## src/sv/hsgi_pkg.sv

```systemverilog
// Shared types, constants and set tables for the Hangul glyph index core.
// No dependencies; every other file imports this package.
package hsgi_pkg;

  localparam int unsigned IdxW   = 9;
  localparam int unsigned QDepth = 4;
  localparam int unsigned QPtrW  = $clog2(QDepth);

  localparam logic [15:0] HANGUL_BASE = 16'hAC00;
  localparam logic [15:0] HANGUL_LAST = 16'hD7A3;

  // layer codes on the result channel
  localparam logic [1:0] LAYER_CHO  = 2'd0;
  localparam logic [1:0] LAYER_JUNG = 2'd1;
  localparam logic [1:0] LAYER_JONG = 2'd2;

  // reciprocals: x/7 for x < 2793 and t/21 for t < 399 are exact with these
  localparam logic [13:0] RECIP_7  = 14'd9363;
  localparam logic [9:0]  RECIP_21 = 10'd781;

  localparam logic [8:0] JUNG_BASE = 9'd160;
  localparam logic [8:0] JONG_BASE = 9'd248;

  // initial set without final, indexed by medial 1..21
  localparam logic [2:0] SET_CHO_OPEN [22] = '{
    3'd0, 3'd0, 3'd0, 3'd0, 3'd0, 3'd0, 3'd0, 3'd0, 3'd0, 3'd1, 3'd3,
    3'd3, 3'd3, 3'd1, 3'd2, 3'd4, 3'd4, 3'd4, 3'd2, 3'd1, 3'd3, 3'd0
  };
  // initial set with final, indexed by medial 1..21
  localparam logic [2:0] SET_CHO_CLOSED [22] = '{
    3'd0, 3'd5, 3'd5, 3'd5, 3'd5, 3'd5, 3'd5, 3'd5, 3'd5, 3'd6, 3'd7,
    3'd7, 3'd7, 3'd6, 3'd6, 3'd7, 3'd7, 3'd7, 3'd6, 3'd6, 3'd7, 3'd5
  };
  // final set, indexed by medial 1..21
  localparam logic [1:0] SET_JONG [22] = '{
    2'd0, 2'd0, 2'd2, 2'd0, 2'd2, 2'd1, 2'd2, 2'd1, 2'd2, 2'd3, 2'd0,
    2'd2, 2'd1, 2'd3, 2'd3, 2'd1, 2'd2, 2'd1, 2'd3, 2'd3, 2'd1, 2'd1
  };

  // one classified syllable, handed from front to back
  typedef struct packed {
    logic [IdxW-1:0] idx_cho;
    logic [IdxW-1:0] idx_jung;
    logic [IdxW-1:0] idx_jong;
    logic            has_final;
    logic            bad;
  } hsgi_rec_t;

endpackage

```

## src/sv/hangul_syllable_glyph_index_core.sv

```systemverilog
// Top level of the Hangul syllable to 8x4x4 font record index core.
// Depends on hsgi_pkg, hsgi_front, hsgi_queue and hsgi_back.
//
//   channel  | direction | handshake            | payload
//   ---------+-----------+----------------------+-------------------------------
//   in_      | input     | in_valid / in_stall  | lead, second, third UTF-8 byte
//   out_     | output    | out_valid / out_stall| glyph_index, layer, last, bad
//
// Each syllable beat gives two or three record beats (one for a bad code).
// The back part sends one record a cycle from its output register while
// out_stall is low and the queue is not empty; the first record of a
// syllable passes the stage 1 register, the queue and the output register
// before it is shown. Two front stages (offset / 28, then / 21 and set
// tables) feed a four-entry queue that decouples the sides.
// Reset (rst_n low, synchronous) empties the pipeline, queue and output
// register; no clearing pass. out_stall holds the record in place; in_stall
// rises only once the queue is full and the front stage is occupied.
module hangul_syllable_glyph_index_core import hsgi_pkg::*; (
  input  logic            clk,
  input  logic            rst_n,
  input  logic            in_valid,
  output logic            in_stall,
  input  logic [7:0]      in_lead_byte,
  input  logic [7:0]      in_second_byte,
  input  logic [7:0]      in_third_byte,
  output logic            out_valid,
  input  logic            out_stall,
  output logic [IdxW-1:0] out_glyph_index,
  output logic [1:0]      out_layer,
  output logic            out_last,
  output logic            out_bad_code
);

  hsgi_rec_t push_rec;
  hsgi_rec_t head_rec;
  logic      push;
  logic      pop;
  logic      q_empty;
  logic      q_full;

  // classify: byte beats in, one record per syllable into the queue
  hsgi_front u_front (
    .clk            (clk),
    .rst_n          (rst_n),
    .in_valid       (in_valid),
    .in_stall       (in_stall),
    .in_lead_byte   (in_lead_byte),
    .in_second_byte (in_second_byte),
    .in_third_byte  (in_third_byte),
    .push           (push),
    .push_rec       (push_rec),
    .q_full         (q_full)
  );

  // hold classified syllables so either side may stall on its own
  hsgi_queue u_queue (
    .clk      (clk),
    .rst_n    (rst_n),
    .push     (push),
    .push_rec (push_rec),
    .pop      (pop),
    .head_rec (head_rec),
    .empty    (q_empty),
    .full     (q_full)
  );

  // sequence initial, medial and final record beats
  hsgi_back u_back (
    .clk             (clk),
    .rst_n           (rst_n),
    .head_rec        (head_rec),
    .q_empty         (q_empty),
    .pop             (pop),
    .out_valid       (out_valid),
    .out_stall       (out_stall),
    .out_glyph_index (out_glyph_index),
    .out_layer       (out_layer),
    .out_last        (out_last),
    .out_bad_code    (out_bad_code)
  );

endmodule

```

## src/sv/hsgi_queue.sv

```systemverilog
// Short FIFO of classified syllables between front and back.
// Depends on hsgi_pkg (record type, depth).
module hsgi_queue import hsgi_pkg::*; (
  input  logic      clk,
  input  logic      rst_n,
  input  logic      push,
  input  hsgi_rec_t push_rec,
  input  logic      pop,
  output hsgi_rec_t head_rec,
  output logic      empty,
  output logic      full
);

  hsgi_rec_t        mem_r [QDepth];
  logic [QPtrW-1:0] wr_ptr_r, wr_ptr_nxt;
  logic [QPtrW-1:0] rd_ptr_r, rd_ptr_nxt;
  logic [QPtrW:0]   count_r, count_nxt;

  assign empty    = (count_r == '0);
  assign full     = (count_r == (QPtrW+1)'(QDepth));
  assign head_rec = mem_r[rd_ptr_r];

  always_comb begin
    wr_ptr_nxt = push ? wr_ptr_r + 1'b1 : wr_ptr_r;
    rd_ptr_nxt = pop  ? rd_ptr_r + 1'b1 : rd_ptr_r;
    count_nxt  = count_r + (QPtrW+1)'(push) - (QPtrW+1)'(pop);
  end

  always_ff @(posedge clk) begin
    if (!rst_n) begin
      wr_ptr_r <= '0;
      rd_ptr_r <= '0;
      count_r  <= '0;
    end else begin
      wr_ptr_r <= wr_ptr_nxt;
      rd_ptr_r <= rd_ptr_nxt;
      count_r  <= count_nxt;
    end
  end

  always_ff @(posedge clk) begin
    if (push) begin
      mem_r[wr_ptr_r] <= push_rec;
    end
  end

endmodule

```

## src/sv/hsgi_front.sv

```systemverilog
// Front part: accepts syllable beats, splits the offset into jamo and picks
// font sets over two stages. Depends on hsgi_pkg.
module hsgi_front import hsgi_pkg::*; (
  input  logic      clk,
  input  logic      rst_n,
  input  logic      in_valid,
  output logic      in_stall,
  input  logic [7:0] in_lead_byte,
  input  logic [7:0] in_second_byte,
  input  logic [7:0] in_third_byte,
  output logic      push,
  output hsgi_rec_t push_rec,
  input  logic      q_full
);

  // stage 1: code point, offset, offset / 28
  logic [15:0] code;
  logic        bad;
  logic [13:0] off;
  logic [25:0] div7_prod;
  logic [8:0]  t;

  logic        s1_v_r, s1_v_nxt;
  logic [13:0] s1_off_r;
  logic [8:0]  s1_t_r;
  logic        s1_bad_r;

  // stage 2: jamo split and set tables
  logic [18:0] div21_prod;
  logic [4:0]  cho0;
  logic [13:0] t28;
  logic [4:0]  jong;
  logic [8:0]  cho21;
  logic [4:0]  jung;
  logic [4:0]  cho;
  logic        has_final;
  logic        giyeok_like;
  logic [2:0]  cho_set;
  logic [1:0]  jung_set;
  logic [1:0]  jong_set;

  logic        s2_take;
  logic        s1_take;

  assign code = {in_lead_byte[3:0], in_second_byte[5:0], in_third_byte[5:0]};
  assign bad  = (code < HANGUL_BASE) || (code > HANGUL_LAST);
  assign off  = 14'(code - HANGUL_BASE);
  // off/28 = (off>>2)/7
  assign div7_prod = 26'(off[13:2]) * 26'(RECIP_7);
  assign t         = div7_prod[24:16];

  assign s2_take  = !s1_v_r || !q_full;
  assign s1_take  = s2_take;
  assign in_stall = !s1_take;
  assign s1_v_nxt = s1_take ? in_valid : s1_v_r;

  always_ff @(posedge clk) begin
    if (!rst_n) begin
      s1_v_r <= 1'b0;
    end else begin
      s1_v_r <= s1_v_nxt;
    end
  end

  always_ff @(posedge clk) begin
    if (s1_take && in_valid) begin
      s1_off_r <= off;
      s1_t_r   <= t;
      s1_bad_r <= bad;
    end
  end

  always_comb begin
    div21_prod  = 19'(s1_t_r) * 19'(RECIP_21);
    cho0        = div21_prod[18:14];
    t28         = 14'(s1_t_r) * 14'd28;
    jong        = 5'(s1_off_r - t28);
    cho21       = 9'(cho0) * 9'd21;
    jung        = 5'(s1_t_r - cho21) + 5'd1;
    cho         = cho0 + 5'd1;
    has_final   = (jong != 5'd0);
    giyeok_like = (cho0 == 5'd0) || (cho0 == 5'd15);
    cho_set     = has_final ? SET_CHO_CLOSED[jung] : SET_CHO_OPEN[jung];
    jung_set    = {has_final, !giyeok_like};
    jong_set    = has_final ? SET_JONG[jung] : 2'd0;

    push_rec.idx_cho  = 9'(cho_set) * 9'd20 + 9'(cho);
    push_rec.idx_jung = JUNG_BASE + 9'(jung_set) * 9'd22 + 9'(jung);
    push_rec.idx_jong = JONG_BASE + 9'(jong_set) * 9'd28 + 9'(jong);
    push_rec.has_final = has_final;
    push_rec.bad       = s1_bad_r;
    if (s1_bad_r) begin
      push_rec.idx_cho = '0;
    end
  end

  assign push = s1_v_r && !q_full;

endmodule

```

## src/sv/hsgi_back.sv

```systemverilog
// Back part: pops classified syllables and sends one record beat a cycle
// unless stalled or empty, through an output register. Depends on hsgi_pkg.
module hsgi_back import hsgi_pkg::*; (
  input  logic            clk,
  input  logic            rst_n,
  input  hsgi_rec_t       head_rec,
  input  logic            q_empty,
  output logic            pop,
  output logic            out_valid,
  input  logic            out_stall,
  output logic [IdxW-1:0] out_glyph_index,
  output logic [1:0]      out_layer,
  output logic            out_last,
  output logic            out_bad_code
);

  typedef enum logic [2:0] {
    PH_CHO  = 3'b001,
    PH_JUNG = 3'b010,
    PH_JONG = 3'b100
  } phase_t;

  phase_t          phase_r, phase_nxt;
  logic            out_valid_r, out_valid_nxt;
  logic [IdxW-1:0] idx_r;
  logic [1:0]      layer_r;
  logic            last_r;
  logic            bad_r;

  logic            load;
  logic [IdxW-1:0] sel_idx;
  logic [1:0]      sel_layer;
  logic            sel_last;
  phase_t          sel_next;

  assign load = !q_empty && (!out_valid_r || !out_stall);

  always_comb begin
    case (phase_r)
      PH_CHO: begin
        sel_idx   = head_rec.idx_cho;
        sel_layer = LAYER_CHO;
        sel_last  = head_rec.bad;
        sel_next  = PH_JUNG;
      end
      PH_JUNG: begin
        sel_idx   = head_rec.idx_jung;
        sel_layer = LAYER_JUNG;
        sel_last  = !head_rec.has_final;
        sel_next  = PH_JONG;
      end
      default: begin
        sel_idx   = head_rec.idx_jong;
        sel_layer = LAYER_JONG;
        sel_last  = 1'b1;
        sel_next  = PH_CHO;
      end
    endcase
  end

  assign pop = load && sel_last;

  always_comb begin
    phase_nxt = phase_r;
    if (load) begin
      phase_nxt = sel_last ? PH_CHO : sel_next;
    end
    if (load) begin
      out_valid_nxt = 1'b1;
    end else if (!out_stall) begin
      out_valid_nxt = 1'b0;
    end else begin
      out_valid_nxt = out_valid_r;
    end
  end

  always_ff @(posedge clk) begin
    if (!rst_n) begin
      phase_r     <= PH_CHO;
      out_valid_r <= 1'b0;
    end else begin
      phase_r     <= phase_nxt;
      out_valid_r <= out_valid_nxt;
    end
  end

  always_ff @(posedge clk) begin
    if (load) begin
      idx_r   <= sel_idx;
      layer_r <= sel_layer;
      last_r  <= sel_last;
      bad_r   <= head_rec.bad;
    end
  end

  assign out_valid       = out_valid_r;
  assign out_glyph_index = idx_r;
  assign out_layer       = layer_r;
  assign out_last        = last_r;
  assign out_bad_code    = bad_r;

endmodule

```

## config.mk

```make
export PLATFORM = sky130hd
export DESIGN_NAME = hangul_syllable_glyph_index_core
export DESIGN_NICKNAME = d
export VERILOG_FILES = /design/src/sv/hsgi_pkg.sv /design/src/sv/hangul_syllable_glyph_index_core.sv /design/src/sv/hsgi_queue.sv /design/src/sv/hsgi_front.sv /design/src/sv/hsgi_back.sv
export SDC_FILE = /design/constraint.sdc
export NUM_CORES = 1
export LEC_CHECK = 0
export ABC_AREA = 1
export BUFFER_PORTS_ARGS = -buffer_cell sky130_fd_sc_hd__buf_2
export CORE_AREA = 2 2 133 233
export DETAILED_ROUTE_END_ITERATION = 12
export DIE_AREA = 0 0 135 235
export HOLD_SLACK_MARGIN = 0.05
export SLEW_MARGIN = 5
export SYNTH_ARGS = -nofsm -noshare
export SYNTH_HDL_FRONTEND = slang
export SYNTH_HIERARCHICAL = 1
export SYNTH_SLANG_ARGS = --single-unit
```

## constraint.sdc

```tcl
create_clock -name clk -period 11.1 [get_ports clk]
set_input_delay 2.775 -clock clk [delete_from_list [all_inputs] [get_ports clk]]
set_output_delay 2.775 -clock clk [all_outputs]
set_load 0.01 [all_outputs]
```

# After elaboration in Yosys (flattened, before gate mapping)
# Memory sizes are Yosys's and may differ from the RTL's. A register that Yosys moved wholly into a read port is not among the register bits.
# Cells that the tools add are included.
# W data, S select, Z words.
[totals]
out_inout_bits = 15
elab_cells = 86
inputBits = 28
regBits = 40
romBits = 256
ramBits = 116
mem_count = 4
[memory_table]
columns = ["memory", "depth", "width", "read_ports", "rd_ports_with_merged_regs", "wr", "line_no", "text"]
rows = [
  ["u_queue.mem_r", 4, 29, 1, 1, 1, "hsgi_queue.sv:14", "hsgi_rec_t mem_r [QDepth];"],
  ["(no name shown)", 32, 3, 1, 0, 0, "hsgi_front.sv:83", "cho_set = has_final ? SET_CHO_CLOSED[jung] : SET_CHO_OPEN[jung];"],
  ["(no name shown)", 32, 3, 1, 0, 0, "hsgi_front.sv:83", ""],
  ["(no name shown)", 32, 2, 1, 0, 0, "hsgi_front.sv:85", "jong_set = has_final ? SET_JONG[jung] : 2'd0;"],
]
[classes]
eq_ne = 5
bitwise_logic = 1
magnitude_cmp = 3
n_reduce_logical = 19
mul = 7
addsub = 14
n_mux = 20
[ops]
columns = ["cell", "count"]
rows = [
  ["$mul A12 B14 Y25 const B", 1],
  ["$mul A9 B10 Y19 const B", 1],
  ["$add A8 B7 Y9 const A", 2],
  ["$add A9 B5 Y9", 2],
  ["$mux W3", 6],
  ["$pmux W9 S2", 1],
  ["$gt A16 B16 Y1 const B", 1],
  ["$lt A16 B16 Y1 const B", 1],
  ["$sub A14 B14 Y14 const B", 1],
  ["$add A5 B1 Y5 const B", 2],
  ["$mux W2", 5],
  ["$sub A5 B5 Y5", 2],
  ["$add A8 B5 Y9", 1],
  ["$mul A9 B3 Y3 const B", 1],
  ["$mux W9", 1],
  ["$logic_not A1 Y1", 8],
  ["$ge A6 B6 Y1 const B", 1],
  ["$mul A2 B4 Y6 const B", 1],
  ["$mul A3 B3 Y6 const B", 1],
  ["$not A5 Y6", 1],
  ["$pmux W3 S2", 1],
  ["$eq A5 B4 Y1 const B", 1],
  ["$logic_not A5 Y1", 1],
  ["$mul A2 B3 Y5 const B", 1],
  ["15 further kinds", 25],
]

# Logic depth before layout (Yosys ltp)
# Gate-level depths: netlist of run 1.
[depth]
word_depth = 12
mapped_depth = 50
ltp_nobuf = 50

# Hierarchy
# Netlist of run 1, hierarchy kept.
[by_module_without_submodules]
columns = ["module", "n_inst", "cells_each", "area_per_inst_um2", "seq_area_each_um2"]
rows = [
  ["hsgi_front", 1, 740, 5870.6, 470.5],
  ["hsgi_queue", 1, 393, 5101.1, 3663.5],
  ["hsgi_back", 1, 85, 813.3, 470.5],
]

# Least setup slack after synthesis of run 1
# OpenSTA, ideal clock, no wires.
[synth_timing]
path_kind = "register to register"
startpoint = "register u_front.s1_t_r[6]"
endpoint = "memory u_queue/mem_r[0][9] (netlist name) (data pin)"
arrival_time_ns = 7.830
required_ns = 10.835
period_less_slack_ns = 8.095
path_buffers = 0
setup_time_ns = 0.265
path_slack_ns = 3.005
path_stages_with_launch = 47
path_cell_list = "edfxtp_1 > ha_1 > ha_1 > inv_1 > fa_1 > inv_1 > fa_1 > ha_1 > nand2_1 > inv_1 > a21oi_1 > a21oi_1 > or2_1 > xor2_1 > ha_1 > xor2_1 > ha_1 > o21bai_1 > [11 not listed] > inv_1 > nand2_1 > nand2_1 > nand3b_4 > nand3_2 > nand2_1 > nor2_2 > inv_1 > ha_1 > inv_1 > ha_1 > inv_1 > ha_1 > fa_1 > a21oi_1 > nand2_1 > nand3_2 > nand2_1"
[synth_rtl]
columns = ["item", "line_no", "text"]
rows = [
  ["start: declaration", "hsgi_front.sv:25", "logic [8:0] s1_t_r;"],
  ["start signal: assignment", "hsgi_front.sv:68", "s1_t_r <= t;"],
  ["end: declaration", "hsgi_queue.sv:14", ""],
]

==> impl_metrics.tcl, run 1 <==
set metrics [dict create \
    syn-cell-area_um2 11800 \
    cp_slowest_cell "fa_1" \
    clockRootBuffer "clkbuf_16" \
    start_util_pct 39.5 \
    drcViolationCount 0 \
    fmax_ghz 0.114 \
    io_buffers 34 \
    io_pins 43 \
    fin_skew_ns 0.0109 \
    cp-end-kind "flip-flop" \
    wire_per_inst_um 14.2 \
    synth_top_family_by_area "adder cells" \
    hpwl_um 18600 \
    ant_nets 0 \
    postSynthAreaPerCell_um2 9.68 \
    syn_nets 1461 \
    clock_sinks 158 \
    critPathMaxStageDelay_ns 0.54 \
    hold_viol_final 0 \
    die_y_um 235 \
    diodes 0 \
    status "completed" \
    drtIter0Drc 263 \
    grt.overflow.total 0 \
    min_path_type "reg -> reg" \
    layout_common_cells "inv_1, nand2_1, ha_1, edfxtp_1, a21oi_1" \
    fin_nets 1494 \
    synthXorXnorAreaFrac_pct 2.52 \
    tightest_slew_ns 0.783 \
    synth_compound_gate_area_share_pct 9.52 \
    cts_resized 0 \
    core_um2 29800 \
    crit_required_ns 11.26 \
    cp_data_arrival_time_ns 8.96 \
    synth_flop_cell "edfxtp_1" \
    rsz0062_at_grt "false" \
    slew_headroom_pct 47.8 \
    vias_per_cell 4.84 \
    clk_latency_ns 0.42 \
    antenna_found_initial 0 \
    fin_crit_ns 8.80 \
    ys_ff_latch 158 \
    synth_edf_count 144 \
    crit_type "reg -> reg" \
    multi_input_area_um2 6000 \
    synthAdderAreaFrac_pct 25.3 \
    htree_levels 4 \
    async_flop_share_pct 0 \
    numCtsBuffers 17 \
    crit_fanout 8 \
    clk_pin_slew_worst_paths_ns 0.06 \
    place_area_um2 12300 \
    muxShareOfSynthArea_pct 0 \
    die_x_um 135 \
    ys_seq_area_share_pct 39.1 \
    dieArea_um2 31700 \
    wl_um 23400 \
    use_met2_pct 32.3 \
    placementRows 84 \
    cts.hold.buffers_added 0 \
    mostFrequentLayoutCell "inv_1" \
    netlist_instances 1218 \
    drive_above_1_share_pct 10.4 \
    clockBufferDepth 2 \
    period_share_pct 79.3 \
    routed-via-count 7998 \
    fin_util_pct 43.2 \
    setup_viol 0 \
    met3_usage_pct 2.03 \
    stdcell_area_um2 12900 \
    grt_pass1_vias 7930 \
    area_growth_pct 9.52 \
    grt_max_degree 79 \
    postCtsSetupRepairBufs 0 \
    synth_warnings 6 \
    final.setup.tns_ns 0 \
    grt_usage_pct 15.5 \
    fillers 2891 \
    cts_tree "built" \
    grt_use_met1_pct 13.8 \
    seqCellArea_um2 4610 \
    critical_path.most_common_cell "inv_1" \
    synth-simple-area-share_pct 13.5 \
    busiest_layer "met2" \
    place.gp.congestion 0.851 \
    dr.pass1.iters 4 \
    final_max_slew_viol_count 0 \
    ys_types 50 \
    grt_pass1_wl_um 38100 \
    cap_violations 0 \
    crit_path_start_kind "flip-flop" \
]
[flip-flops by register name (all words and copies together), names as in the netlist, named ones only]
signal / flops
u_back/out_bad_code: 1
u_back/out_glyph_index: 9
u_back/out_last: 1
u_back/out_layer: 2
u_back/out_valid: 1
u_back/phase_r: 3
u_front/s1_bad_r: 1
u_front/s1_off_r: 5
u_front/s1_t_r: 9
u_front/s1_v_r: 1
u_queue/count_r: 3
u_queue/mem_r: 116
u_queue/rd_ptr_r: 2
u_queue/wr_ptr_r: 2
[path summary, 6_finish.rpt]
kind | start | end | slack [ns] | cells past startpoint
max | u_front/s1_t_r[6]$_DFFE_PP_ | u_queue/mem_r[1][9]$_DFFE_PP_ | 2.30 | 47
min | u_queue/rd_ptr_r[1]$_SDFFE_PN0P_ | flip-flop | 0.46 | 2
max reg2reg | u_front/s1_t_r[6]$_DFFE_PP_ | u_queue/mem_r[1][9]$_DFFE_PP_ | 2.30 | 47
min reg2reg | u_queue/rd_ptr_r[1]$_SDFFE_PN0P_ | flip-flop | 0.46 | 2
[worst max-delay path, delay by kind of cell (launching register included)]
family          cells  cell delay, ns
xor+xnor            2            0.33
buf+inv            12            0.79
flops               1            0.48
simple gates       15            1.66
compound gates      4            0.67
fa+ha+maj          14            4.61
[through the flow]
step / hold slack (ns) / cells / setup slack [ns]
after detailed placement: 0.460 / 1619 / 2.32
after global routing: 0.503 / 1651 / 1.58
final: 0.461 / 1651 / 2.30
after floorplan: 0.436 / 1218 / 3.00
after global placement: 0.455 / 1619 / 2.39
after CTS: 0.469 / 1651 / 2.26
[synthesized netlist by cell type (4+ instances only)]
master	count	area (µm²)
a21oi_1	77	385
buf_2	6	30.0
buf_4	6	45.0
buf_6	9	101
clkbuf_1	5	18.8
dfxtp_1	14	280
edfxtp_1	144	4320
fa_1	39	781
ha_1	176	2200
inv_1	253	950
inv_2	5	18.8
nand2_1	207	777
nand2_2	12	75.1
nand3_1	30	150
nand3_2	7	70.1
nand4_1	13	81.3
nor2_1	41	154
nor3_1	10	50.1
nor4_1	4	25.0
o211ai_1	11	82.6
o211ai_2	20	250
o21a_1	4	30.0
o21ai_0	54	270
xnor2_1	11	96.3
xor2_1	21	184
[kinds of logic (layout without fill, tap and decap cells)]
family / Yosys count / count (layout)
fa+ha+maj: 215 / 215
flops: 158 / 158
simple gates: 344 / 344
buf+inv: 288 / 334
xor+xnor: 33 / 33
compound gates: 180 / 180
[layer usage]
layer  routed length (µm)  vias up
met5                    0        -
met4                  892        0
met3                  455       50
met2                13900      115
met1                 8200     3755
li1                     -     4078
[area by class of cell]
class	instances	share of cell area, %
multi-input combinational	772	46.5
clock buffer	27	4.40
tap	387	3.75
clock inverter	5	0.291
inverter	260	7.60
timing repair buffer	42	1.78
sequential	158	35.7
Power of run 1 is left out: the tool's default activity adds up to more than one toggle a clock period on the data nets, which glitch-free logic cannot reach.
==> inputs of run 2 (changes only) <==
- clock period: 11.1 -> 8 ns (I/O delays scaled with it)
==> impl_metrics.tcl, run 2 (synthesis gave the netlist of run 1 again) <==
set metrics [dict create \
    die_y_um 235 \
    tightest_slew_ns 0.757 \
    cp_slowest_cell "fa_1" \
    top_register "u_queue/mem_r" \
    start_util_pct 39.5 \
    htree_levels 4 \
    wire_per_inst_um 14.5 \
    fmax_ghz 0.127 \
    cp_data_arrival_time_ns 8.08 \
    place.gp.congestion 0.844 \
    grt.overflow.total 0 \
    mostFrequentLayoutCell "inv_1" \
    crit_type "reg -> reg" \
    grt_pass1_vias 8414 \
    drcViolationCount 0 \
    layout_common_cells "inv_1, nand2_1, ha_1, edfxtp_1, buf_4" \
    area_growth_pct 19.1 \
    final.setup.tns_ns 0 \
    path_buf_inv 12 \
    place_area_um2 12700 \
    cp_top_family "adder cells" \
    crit_fanout 5 \
    fin_crit_ns 7.89 \
    grt_max_degree 69 \
    core_um2 29800 \
    drtIter0Drc 344 \
    crit_cells 46 \
    drive_above_1_share_pct 22.1 \
    numCtsBuffers 17 \
    routed-via-count 8384 \
    dieArea_um2 31700 \
    cap_violations 0 \
    hold_viol_final 0 \
    critical_path.most_common_cell "inv_2" \
    hold_depth 2 \
    fin_skew_ns 0.0150 \
    clockBufferDepth 2 \
    cp-end-kind "flip-flop" \
    setup_viol 0 \
    fin_nets 1580 \
    diodes 0 \
    dr.pass1.iters 5 \
    timing.reg2reg.worst_path_depth 46 \
    slew_headroom_pct 49.5 \
    min_path_type "reg -> reg" \
    clk_pin_slew_worst_paths_ns 0.07 \
    hpwl_um 19100 \
    largest_reg_flops 116 \
    whs_ns 0.460 \
    die_x_um 135 \
    crit_path_start_kind "flip-flop" \
    final_max_slew_viol_count 0 \
    wl_um 25200 \
    grt_pass1_wl_um 39900 \
    rsz0062_at_grt "true" \
    clock_sinks 158 \
    stdcell_area_um2 14000 \
    period_share_pct 98.6 \
    placementRows 84 \
    ant_nets 0 \
    antenna_found_initial 0 \
    critPathMaxStageDelay_ns 0.58 \
    status "completed" \
    vias_per_cell 4.83 \
    io_buffers 34 \
    io_pins 43 \
    clk_latency_ns 0.44 \
    grt_usage_pct 16.3 \
    crit_required_ns 8.19 \
    cts_tree "built" \
    clockRootBuffer "clkbuf_16" \
]
==> run 2: metal layers <==
metal | up-vias | global-route usage, % | share of wire (%)
met4 | 0 | 8.11 | 4.3
li1 | 4253 | - | -
met2 | 103 | 33.3 | 60
met3 | 49 | 2.85 | 1.8
met1 | 3979 | 14.6 | 34
met5 | - | 0 | 0
==> run 2: area by class of cell <==
cell class | count | area (µm²)
Inverter | 260 | 981
Tap cell | 387 | 484
Fill cell | 2768 | 15800
Sequential cell | 158 | 4610
Timing Repair Buffer | 128 | 910
Clock buffer | 17 | 425
Multi-Input combinational cell | 772 | 6440
Clock inverter | 15 | 186
==> run 2: worst min-delay path: cells and delay by family, from the launching register on <==
kind	cells	cell delay, ns
buffers and inverters	1	0.05
AO/OA/AOI/OAI	1	0.07
flip-flops	1	0.30
==> run 2: final timing paths <==
path                                    start                             to  slack [ns]
max               u_front/s1_t_r[7]$_DFFE_PP_  u_queue/mem_r[3][9]$_DFFE_PP_        0.11
min          u_queue/rd_ptr_r[1]$_SDFFE_PN0P_                      flip-flop        0.46
max reg2reg       u_front/s1_t_r[7]$_DFFE_PP_  u_queue/mem_r[3][9]$_DFFE_PP_        0.11
min reg2reg  u_queue/rd_ptr_r[1]$_SDFFE_PN0P_                      flip-flop        0.46
==> run 2: stage by stage <==
stage | instances | setup WS [ns] | utilization (%)
2_1_floorplan | 1218 | 0.0303 | -
3_3_place_gp | 1672 | -0.391 | 42.6
3_5_place_dp | 1672 | -0.418 | 42.6
4_1_cts | 1725 | 0.00289 | 45.6
5_1_grt | 1737 | -0.264 | 47.0
6_report | 1737 | 0.110 | 47.0
==> run 2: repair_timing <==
item / in CTS / in global routing
setup endpoints to repair: 32 / 44
pin swaps: 17 / 46
gates cloned: 0 / 0
hold buffers: 0 / 0
buffers inserted: 21 / 15
resized for setup: 29 / 76
Power of run 2 is left out for the same reason.
